File: config.mk
export PLATFORM = sky130hd
export DESIGN_NAME = bounded_fifo_running_average_flat
export DESIGN_NICKNAME = d
export VERILOG_FILES = /design/src/rtl/core/bfra_pkg.sv /design/src/rtl/core/bfra_if.sv /design/src/rtl/core/bfra_ram.sv /design/src/rtl/core/bounded_fifo_running_average.sv /design/src/flat_wrapper.sv
export SDC_FILE = /design/constraint.sdc
export NUM_CORES = 1
export LEC_CHECK = 0
export BUFFER_PORTS_ARGS = -buffer_cell sky130_fd_sc_hd__buf_2
export CORE_MARGIN = 2
export CORE_UTILIZATION = 40
export CTS_BUF_LIST = sky130_fd_sc_hd__clkbuf_4 sky130_fd_sc_hd__clkbuf_8 sky130_fd_sc_hd__clkbuf_16
export DETAILED_ROUTE_END_ITERATION = 10
export MAX_ROUTING_LAYER = met4
export PLACE_DENSITY_LB_ADDON = 0.3
export SKIP_CTS_REPAIR_TIMING = 1
export SLEW_MARGIN = 20
export SYNTH_ARGS = -nofsm -noshare
export SYNTH_HDL_FRONTEND = slang
export SYNTH_SLANG_ARGS = --single-unit
File: constraint.sdc
create_clock -name clk -period 8.6 [get_ports clk]
set_input_delay 1.72 -clock clk [delete_from_list [all_inputs] [get_ports clk]]
set_output_delay 1.72 -clock clk [all_outputs]
set_load 0.005 [all_outputs]
File: src/rtl/core/bfra_pkg.sv
// Shared types and constants for the bounded FIFO with running year average.
// Used by the channel interfaces and the top level; depends on nothing else.
`timescale 1ns / 1ps
`default_nettype none

package bfra_pkg;

    // Payload field widths, fixed by the item format.
    localparam int OP_W     = 1;
    localparam int TAG_W    = 32;
    localparam int YEAR_W   = 16;
    localparam int STATUS_W = 2;
    localparam int OCC_W    = 3;

    // Default number of queue entries.
    localparam int DEFAULT_QUEUE_DEPTH = 5;

    // Quotient bits resolved per cycle by the averaging divider.
    localparam int DIV_RADIX_BITS = 4;

    // Operation codes.
    localparam logic [OP_W-1:0] OP_INSERT = 1'b0;
    localparam logic [OP_W-1:0] OP_REMOVE = 1'b1;

    // Result status codes.
    localparam logic [STATUS_W-1:0] ST_INSERTED  = 2'd0;
    localparam logic [STATUS_W-1:0] ST_REMOVED   = 2'd1;
    localparam logic [STATUS_W-1:0] ST_EMPTY_ERR = 2'd2;

endpackage

`default_nettype wire

File: src/rtl/core/bfra_if.sv
// Valid/ready channel interfaces for commands and results of the FIFO block.
// Depends on bfra_pkg for the payload field widths.
`timescale 1ns / 1ps
`default_nettype none

interface bfra_cmd_if;
    import bfra_pkg::*;

    logic              valid;
    logic              ready;
    logic [OP_W-1:0]   op;
    logic [TAG_W-1:0]  entry_tag;
    logic [YEAR_W-1:0] birth_year;

    modport source (output valid, output op, output entry_tag, output birth_year,
                    input ready);
    modport sink   (input valid, input op, input entry_tag, input birth_year,
                    output ready);
endinterface

interface bfra_res_if;
    import bfra_pkg::*;

    logic                valid;
    logic                ready;
    logic [STATUS_W-1:0] status;
    logic [YEAR_W-1:0]   year_average;
    logic [TAG_W-1:0]    removed_tag;
    logic [YEAR_W-1:0]   removed_year;
    logic [OCC_W-1:0]    occupancy;

    modport source (output valid, output status, output year_average,
                    output removed_tag, output removed_year, output occupancy,
                    input ready);
    modport sink   (input valid, input status, input year_average,
                    input removed_tag, input removed_year, input occupancy,
                    output ready);
endinterface

`default_nettype wire

File: src/rtl/core/bfra_ram.sv
// Generic single-port-write, single-port-read RAM with a registered read.
// Standalone; no package needed.
`timescale 1ns / 1ps
`default_nettype none

module bfra_ram #(
    parameter int WIDTH  = 8,
    parameter int DEPTH  = 4,
    parameter int ADDR_W = (DEPTH > 1) ? $clog2(DEPTH) : 1
) (
    input  wire logic              clk,
    input  wire logic              we,
    input  wire logic [ADDR_W-1:0] waddr,
    input  wire logic [WIDTH-1:0]  wdata,
    input  wire logic              re,
    input  wire logic [ADDR_W-1:0] raddr,
    output logic      [WIDTH-1:0]  rdata
);

    logic [WIDTH-1:0] mem [DEPTH];

    // Write port.
    always_ff @(posedge clk)
    begin
        if (we)
        begin
            mem[waddr] <= wdata;
        end
    end

    // Registered read port.
    always_ff @(posedge clk)
    begin
        if (re)
        begin
            rdata <= mem[raddr];
        end
    end

endmodule

`default_nettype wire

File: src/rtl/core/bounded_fifo_running_average.sv
// Top level of the bounded FIFO with running year average.
// Depends on bfra_pkg, the channel interfaces in bfra_if and bfra_ram.
`timescale 1ns / 1ps
`default_nettype none

// A queue of up to QUEUE_DEPTH entries (tag and year) held in one RAM, with a
// running sum of the stored years. An insert on a full queue silently drops
// the oldest entry, then appends and reports the truncated average of the
// stored years. A remove pops and reports the oldest entry; a remove on an
// empty queue reports an error status and changes nothing. One command is
// handled at a time. After the command transfer the sequencer reads the head
// entry and updates the queue; a remove then goes straight to the result
// register, while an insert first passes through the averaging divider,
// which resolves four quotient bits per cycle. The next command is taken
// once its result is registered. A result that waits on the sink does not
// hold back a new command, only the loading of that command's own result.
module bounded_fifo_running_average #(
    parameter int QUEUE_DEPTH = bfra_pkg::DEFAULT_QUEUE_DEPTH
) (
    input  wire logic   clk,
    input  wire logic   rst_n,
    bfra_cmd_if.sink    cmd,
    bfra_res_if.source  res
);
    import bfra_pkg::*;

    // Derived sizes.
    localparam int AW        = (QUEUE_DEPTH > 1) ? $clog2(QUEUE_DEPTH) : 1;
    localparam int CW        = $clog2(QUEUE_DEPTH + 1);
    localparam int SW        = YEAR_W + CW;
    localparam int DIV_STEPS = (SW + DIV_RADIX_BITS - 1) / DIV_RADIX_BITS;
    localparam int DW        = DIV_STEPS * DIV_RADIX_BITS;
    localparam int DCW       = (DIV_STEPS > 1) ? $clog2(DIV_STEPS) : 1;
    localparam int MW        = TAG_W + YEAR_W;

    localparam logic [AW-1:0] LAST_SLOT = AW'(QUEUE_DEPTH - 1);
    localparam logic [CW-1:0] FULL_CNT  = CW'(QUEUE_DEPTH);
    localparam logic [AW:0]   DEPTH_EXT = (AW + 1)'(QUEUE_DEPTH);

    // Sequencer states.
    localparam logic [1:0] S_IDLE = 2'd0;
    localparam logic [1:0] S_READ = 2'd1;
    localparam logic [1:0] S_DIV  = 2'd2;
    localparam logic [1:0] S_OUT  = 2'd3;

    logic [1:0]          state_reg, state_next;
    logic [AW-1:0]       head_reg, head_next;
    logic [CW-1:0]       count_reg, count_next;
    logic [SW-1:0]       sum_reg, sum_next;
    logic [DCW-1:0]      step_reg, step_next;

    // Latched command.
    logic [OP_W-1:0]     op_reg;
    logic [TAG_W-1:0]    tag_reg;
    logic [YEAR_W-1:0]   year_reg;

    // Pending result fields gathered before the result register.
    logic [STATUS_W-1:0] pend_status_reg, pend_status_next;
    logic [TAG_W-1:0]    pend_tag_reg, pend_tag_next;
    logic [YEAR_W-1:0]   pend_year_reg, pend_year_next;

    // Divider registers: dividend shifts out as the quotient shifts in.
    logic [DW-1:0]       div_reg, div_next;
    logic [CW-1:0]       rem_reg, rem_next;

    // Result register.
    logic                out_valid_reg;
    logic [STATUS_W-1:0] out_status_reg;
    logic [YEAR_W-1:0]   out_avg_reg;
    logic [TAG_W-1:0]    out_tag_reg;
    logic [YEAR_W-1:0]   out_year_reg;
    logic [OCC_W-1:0]    out_occ_reg;

    // RAM ports.
    logic                ram_we;
    logic [AW-1:0]       ram_waddr;
    logic [MW-1:0]       ram_wdata;
    logic                ram_re;
    logic [MW-1:0]       ram_rdata;
    logic [TAG_W-1:0]    head_tag;
    logic [YEAR_W-1:0]   head_year;

    logic                cmd_fire;
    logic                out_load;
    logic                is_full;
    logic [AW-1:0]       head_inc;
    logic [AW:0]         tail_raw;
    logic [AW-1:0]       tail_slot;

    assign cmd.ready = (state_reg == S_IDLE);
    assign cmd_fire  = cmd.valid && cmd.ready;
    assign out_load  = (state_reg == S_OUT) && (!out_valid_reg || res.ready);

    assign head_tag  = ram_rdata[MW-1:YEAR_W];
    assign head_year = ram_rdata[YEAR_W-1:0];
    assign is_full   = (count_reg == FULL_CNT);
    assign head_inc  = (head_reg == LAST_SLOT) ? '0 : head_reg + 1'b1;

    // Tail slot: on a full queue the new entry takes the evicted head slot.
    assign tail_raw  = {1'b0, head_reg} + (AW + 1)'(count_reg);
    assign tail_slot = is_full ? head_reg
                     : ((tail_raw >= DEPTH_EXT) ? AW'(tail_raw - DEPTH_EXT)
                                                : tail_raw[AW-1:0]);

    // The head entry is read as the command is taken; the new entry is written to the tail slot on insert.
    assign ram_re    = cmd_fire;
    assign ram_we    = (state_reg == S_READ) && (op_reg == OP_INSERT);
    assign ram_waddr = tail_slot;
    assign ram_wdata = {tag_reg, year_reg};

    bfra_ram #(
        .WIDTH  (MW),
        .DEPTH  (QUEUE_DEPTH),
        .ADDR_W (AW)
    ) u_store (
        .clk   (clk),
        .we    (ram_we),
        .waddr (ram_waddr),
        .wdata (ram_wdata),
        .re    (ram_re),
        .raddr (head_reg),
        .rdata (ram_rdata)
    );

    // Divider step: four restoring long-division steps on narrow values.
    always_comb
    begin
        logic [CW:0]   rem_t;
        logic [DW-1:0] div_t;
        rem_t = '0;
        div_t = div_reg;
        rem_t[CW-1:0] = rem_reg;
        for (int i = 0; i < DIV_RADIX_BITS; i++)
        begin
            rem_t = {rem_t[CW-1:0], div_t[DW-1]};
            div_t = {div_t[DW-2:0], 1'b0};
            if (rem_t >= {1'b0, count_reg})
            begin
                rem_t    = rem_t - {1'b0, count_reg};
                div_t[0] = 1'b1;
            end
        end
        div_next = div_t;
        rem_next = rem_t[CW-1:0];
    end

    // Sequencer and queue state update.
    always_comb
    begin
        state_next       = state_reg;
        head_next        = head_reg;
        count_next       = count_reg;
        sum_next         = sum_reg;
        step_next        = step_reg;
        pend_status_next = pend_status_reg;
        pend_tag_next    = pend_tag_reg;
        pend_year_next   = pend_year_reg;
        case (state_reg)
            S_IDLE:
            begin
                if (cmd_fire)
                begin
                    state_next = S_READ;
                end
            end
            S_READ:
            begin
                step_next      = DCW'(DIV_STEPS - 1);
                pend_tag_next  = '0;
                pend_year_next = '0;
                if (op_reg == OP_INSERT)
                begin
                    pend_status_next = ST_INSERTED;
                    if (is_full)
                    begin
                        head_next = head_inc;
                        sum_next  = sum_reg - SW'(head_year) + SW'(year_reg);
                    end
                    else
                    begin
                        count_next = count_reg + 1'b1;
                        sum_next   = sum_reg + SW'(year_reg);
                    end
                    state_next = S_DIV;
                end
                else if (count_reg == '0)
                begin
                    pend_status_next = ST_EMPTY_ERR;
                    state_next       = S_OUT;
                end
                else
                begin
                    pend_status_next = ST_REMOVED;
                    pend_tag_next    = head_tag;
                    pend_year_next   = head_year;
                    head_next        = head_inc;
                    count_next       = count_reg - 1'b1;
                    sum_next         = sum_reg - SW'(head_year);
                    state_next       = S_OUT;
                end
            end
            S_DIV:
            begin
                step_next = step_reg - 1'b1;
                if (step_reg == '0)
                begin
                    state_next = S_OUT;
                end
            end
            S_OUT:
            begin
                if (out_load)
                begin
                    state_next = S_IDLE;
                end
            end
            default:
            begin
                state_next = S_IDLE;
            end
        endcase
    end

    // Control registers.
    always_ff @(posedge clk or negedge rst_n)
    begin
        if (!rst_n)
        begin
            state_reg <= S_IDLE;
            head_reg  <= '0;
            count_reg <= '0;
            sum_reg   <= '0;
            step_reg  <= '0;
        end
        else
        begin
            state_reg <= state_next;
            head_reg  <= head_next;
            count_reg <= count_next;
            sum_reg   <= sum_next;
            step_reg  <= step_next;
        end
    end

    // Command latch, pending result fields and divider datapath.
    always_ff @(posedge clk)
    begin
        if (cmd_fire)
        begin
            op_reg   <= cmd.op;
            tag_reg  <= cmd.entry_tag;
            year_reg <= cmd.birth_year;
        end
        pend_status_reg <= pend_status_next;
        pend_tag_reg    <= pend_tag_next;
        pend_year_reg   <= pend_year_next;
        if (state_reg == S_READ)
        begin
            div_reg <= DW'(sum_next);
            rem_reg <= '0;
        end
        else if (state_reg == S_DIV)
        begin
            div_reg <= div_next;
            rem_reg <= rem_next;
        end
    end

    // Result register valid flag.
    always_ff @(posedge clk or negedge rst_n)
    begin
        if (!rst_n)
        begin
            out_valid_reg <= 1'b0;
        end
        else if (out_load)
        begin
            out_valid_reg <= 1'b1;
        end
        else if (res.ready)
        begin
            out_valid_reg <= 1'b0;
        end
    end

    // Result register payload.
    always_ff @(posedge clk)
    begin
        if (out_load)
        begin
            out_status_reg <= pend_status_reg;
            out_avg_reg    <= (pend_status_reg == ST_INSERTED) ? div_reg[YEAR_W-1:0] : '0;
            out_tag_reg    <= pend_tag_reg;
            out_year_reg   <= pend_year_reg;
            out_occ_reg    <= OCC_W'(count_reg);
        end
    end

    assign res.valid        = out_valid_reg;
    assign res.status       = out_status_reg;
    assign res.year_average = out_avg_reg;
    assign res.removed_tag  = out_tag_reg;
    assign res.removed_year = out_year_reg;
    assign res.occupancy    = out_occ_reg;

endmodule

`default_nettype wire
File: src/flat_wrapper.sv
// flat-port wrapper written by rule: the top's interface ports become plain ports
module bounded_fifo_running_average_flat import bfra_pkg::*;
#(
    parameter int QUEUE_DEPTH = bfra_pkg::DEFAULT_QUEUE_DEPTH
)
  (clk, rst_n, cmd_valid, cmd_op, cmd_entry_tag, cmd_birth_year, cmd_ready, res_valid, res_status, res_year_average, res_removed_tag, res_removed_year, res_occupancy, res_ready);
  bfra_cmd_if cmd_i ();
  bfra_res_if res_i ();
  input  wire logic clk;
  input  wire logic rst_n;
  input wire logic [$bits(cmd_i.valid)-1:0] cmd_valid;
  input wire logic [$bits(cmd_i.op)-1:0] cmd_op;
  input wire logic [$bits(cmd_i.entry_tag)-1:0] cmd_entry_tag;
  input wire logic [$bits(cmd_i.birth_year)-1:0] cmd_birth_year;
  output wire logic [$bits(cmd_i.ready)-1:0] cmd_ready;
  output wire logic [$bits(res_i.valid)-1:0] res_valid;
  output wire logic [$bits(res_i.status)-1:0] res_status;
  output wire logic [$bits(res_i.year_average)-1:0] res_year_average;
  output wire logic [$bits(res_i.removed_tag)-1:0] res_removed_tag;
  output wire logic [$bits(res_i.removed_year)-1:0] res_removed_year;
  output wire logic [$bits(res_i.occupancy)-1:0] res_occupancy;
  input wire logic [$bits(res_i.ready)-1:0] res_ready;
  assign cmd_i.valid = cmd_valid;
  assign cmd_i.op = cmd_op;
  assign cmd_i.entry_tag = cmd_entry_tag;
  assign cmd_i.birth_year = cmd_birth_year;
  assign cmd_ready = cmd_i.ready;
  assign res_valid = res_i.valid;
  assign res_status = res_i.status;
  assign res_year_average = res_i.year_average;
  assign res_removed_tag = res_i.removed_tag;
  assign res_removed_year = res_i.removed_year;
  assign res_occupancy = res_i.occupancy;
  assign res_i.ready = res_ready;
  bounded_fifo_running_average #(.QUEUE_DEPTH(QUEUE_DEPTH)) u_core (.clk(clk), .rst_n(rst_n), .cmd(cmd_i), .res(res_i));
endmodule
==> impl_results.md <==
- Status: complete, no violations
- Total gr overflow: 0
- Avg Vias per Cell: between 5 and 6
- Startpoint types: flip-flop
- Clock slew seen by the registers of the worst setup and hold paths: around 60 ps
- Worst slew margin relative to its limit: a little under a third
- Kind of critical path: reg2reg
- H-tree level count: 2
- Die area: 55,000 um2
- Fillers: 4,585
- VDD IR-drop max: ~170 uV
- Register area share after synthesis: 71.1%
- Clk sinks: 510
- Post-route ant nets: 0
- Clock period minus final worst setup slack: about 6300 ps
- WL final: ~45 mm
- Core area: between 50,000 and 60,000 um2
- PortBufs: between 100 and 150
- Capturing point of the worst reg2reg path: u_core.rem_reg[1]
- Synth Area in XOR/XNOR: 1.36%
- Vias in the first global route: ~12,000
- Max Clock Freq: around 0.16 GHz
- RePlAce Congestion: 0.828
- Vias: roughly 11,000
- Synth-to-Final Area Change: 15.2%
- Total GRT Usage: roughly 17%
- Sum of buffers and inverters on the critical path: 3
- I/O Pins: between 100 and 150
- Ys async rst share: under 10%
- Placed Cells incl. Taps: approximately 2,100
- Largest net degree at the start of global routing: 70
- Reg2reg start: u_core.count_reg[1]
- Post-synth EDFFs: around 480
- WP depth: 23
- Worst path required time: between 9000 and 10,000 ps
- Crit-path max FO: 12
- Crit path launch: u_core.count_reg[1]
- Die W: 235 um
- P per Cell Area: 404 nW/um2
- Most frequent cells in the layout: 475 x edfxtp_1, 123 x buf_2, 69 x nor2_1
- Share of layout cells above drive strength 1: between 20% and 30%
- Largest family of logic cells by synthesized area: multiplexers
- Synthesized flop and latch total: 510
- Max capacitance violation total: 0
- Synth Cell Area: 21,300 um2
- CP endpoint kind: flip-flop
- Drt pass-1 iters: 5
- Syn avg cell area: about 16 um2
- Slowest CP cell: dfrtp_1
- Area leader, netlist: edfxtp_1
- Worst Tran Pin Value: approximately 1000 ps
- Clock tree buffer depth: 3
- Mapped Nets: between 1,000 and 1,500
- Root Buffer: clkbuf_16
- Fin Clk Skew: around 45 ps
- Crit path capture: u_core.rem_reg[1]
- CTS Buf Count: 53
- Detailed Place HPWL: between 20 and 30 mm
- Synth Warn #: 0
- Total Power: roughly 9.9 mW
- DP Worst Slack: 2240 ps
- First-pass GRT wire length: just under 70 mm
- Layout Cells excl Fill: 2,198
- Initial antenna violation count: 0
- R2r setup slk: 2250 ps
- Worst r2r path cells: 23
- Cell Chain, Critical Path: inv_1 -> fa_1 -> and2_1 -> o31ai_1 -> inv_1 -> ha_1 -> a21bo_2 -> a21oi_1 -> o41ai_4 -> o21ai_0 -> inv_1 -> ha_1 -> nand2_1 -> nand2_1 -> a21oi_1 -> nand2b_1 -> a21oi_1 -> ha_1 -> a21o_1 -> a21oi_1 -> nand3_2 -> and3_1 -> a311o_1
- Cells after Synth: about 1,300
- Initial core utilization: between 40 and 50%
- Max stage delay on crit path: between 600 and 700 ps
- Most used cell along the critical path: a21oi_1
- Final period util: around three quarters
- Fin Setup TNS: 0 ps
- Complex-gate fraction of the synthesized area: under 10%
- CTS tree: built
- Final Hold Vio Count: 0
- Most used DFF post-synth: edfxtp_1
- DRC viols: 0
- Final WS setup: around 2300 ps
- Simple-Gate Fraction of Synth Area: between 6 and 7%
- Synth Area in Adders: 4.11%
- Max Slew Vio Count: 0
- DR iter-0 viols: 767
- Synth top area cells: edfxtp_1 67%, mux4_2 5.1%, dfrtp_1 3.6%, ha_1 3.4%, mux2_2 2.9%
- Die H: 235 um
- Biggest register: u_core.u_store.mem
- Setup-failing EPs final: 0
- Unique cell type count in the Yosys netlist: between 60 and 70
- RSZ-0062 raised after global routing: no
- Top cell type's share of synthesized area: roughly two thirds
- WL/cell: around 21 um
- Final Net Count: 1,584
- Leak pwr: 8.70 nW
- Row cnt: 84
- Worst skew pair latency: approximately 620 ps
- Data arrival time of the worst path: just under 7000 ps
- Top flop regs: u_core.u_store.mem (240), u_core.u_store.rdata (48)
- Post-synthesis mux area share: under 10%
- Commonest non-fill, non-tap cell in the layout: edfxtp_1
- CP delay by family, top: compound AO/OA/AOI/OAI gates
- Hold crit path type: reg2reg
- Max reg flops: 240
-- power by group --
| group | internal [mW] | switching, mW | total [mW] |
|---|---|---|---|
| combinational | 1.48 | 2.20 | 3.68 |
| clock | 1.33 | 0.946 | 2.27 |
| sequential | 3.62 | 0.318 | 3.93 |
| total | 6.43 | 3.46 | 9.89 |
-- synthesized netlist by cell type, drive strengths merged (5+ instances only) --
library cell / number
nor3b: 5
dfrtp: 31
o21ai: 58
nand2b: 6
inv: 62
a31oi: 7
nor3: 17
nand3: 23
a21oi: 51
buf: 6
mux2: 54
fa: 8
mux2i: 7
nand2: 68
o211ai: 17
edfxtp: 475
nor2: 73
a211oi: 11
and2: 53
o221ai: 6
a21o: 14
clkbuf: 43
mux4: 48
ha: 57
xor2: 11
o21a: 12
o31ai: 10
and3: 10
nand3b: 5
xnor2: 22
or3: 7
-- logic make-up (layout without fill, tap and decap cells) --
kind of cell,after synthesis,after routing
flip-flops,510,510
buffers and inverters,112,298
adder cells (fa/ha/maj),65,65
XOR/XNOR,33,33
multiplexers,109,109
AND/OR/NAND/NOR,281,281
other,0,1
AO/OA/AOI/OAI,213,213
-- worst min-delay path by stage --
stage                                        start                     endpoint  slack [ps]  depth (start not counted)
after floorplan             u_core.pend_tag_reg[0]    u_core.res.removed_tag[0]         400                          0
after global placement     u_core.pend_year_reg[0]   u_core.res.removed_year[0]         410                          0
after detailed placement   u_core.pend_tag_reg[13]   u_core.res.removed_tag[13]         400                          0
after CTS                  u_core.pend_year_reg[4]   u_core.res.removed_year[4]         380                          0
after global routing      u_core.pend_year_reg[15]  u_core.res.removed_year[15]         400                          0
final                      u_core.pend_year_reg[4]   u_core.res.removed_year[4]         390                          0
-- per-stage QoR --
step,hold WS [ps],util [%],instance area (um2)
3_5_place_dp,405,43.2,22700
6_report,389,46.6,24500
2_1_floorplan,400,-,21300
3_3_place_gp,405,43.2,22700
4_1_cts,384,46.6,24500
5_1_grt,404,46.6,24500
-- metal layers --
metal  global-route usage, %  wire [um]
met1                    22.1      19700
met2                    28.5      22400
met3                    2.24       1870
met4                    6.23       1330
met5                       -          0
-- cell type report --
type / count / area, um2 / share of cell area [%]
well taps: 688 / 861 / 3.52
clock buffers: 63 / 1410 / 5.75
multi-input cells: 701 / 5780 / 23.6
inverters: 63 / 236 / 0.966
diodes: 1 / 2.50 / 0.0102
clock inverters: 35 / 349 / 1.43
repair buffers: 137 / 721 / 2.94
flip-flops and latches: 510 / 15100 / 61.8
No activity file was read; power rests on OpenSTA's default activity.
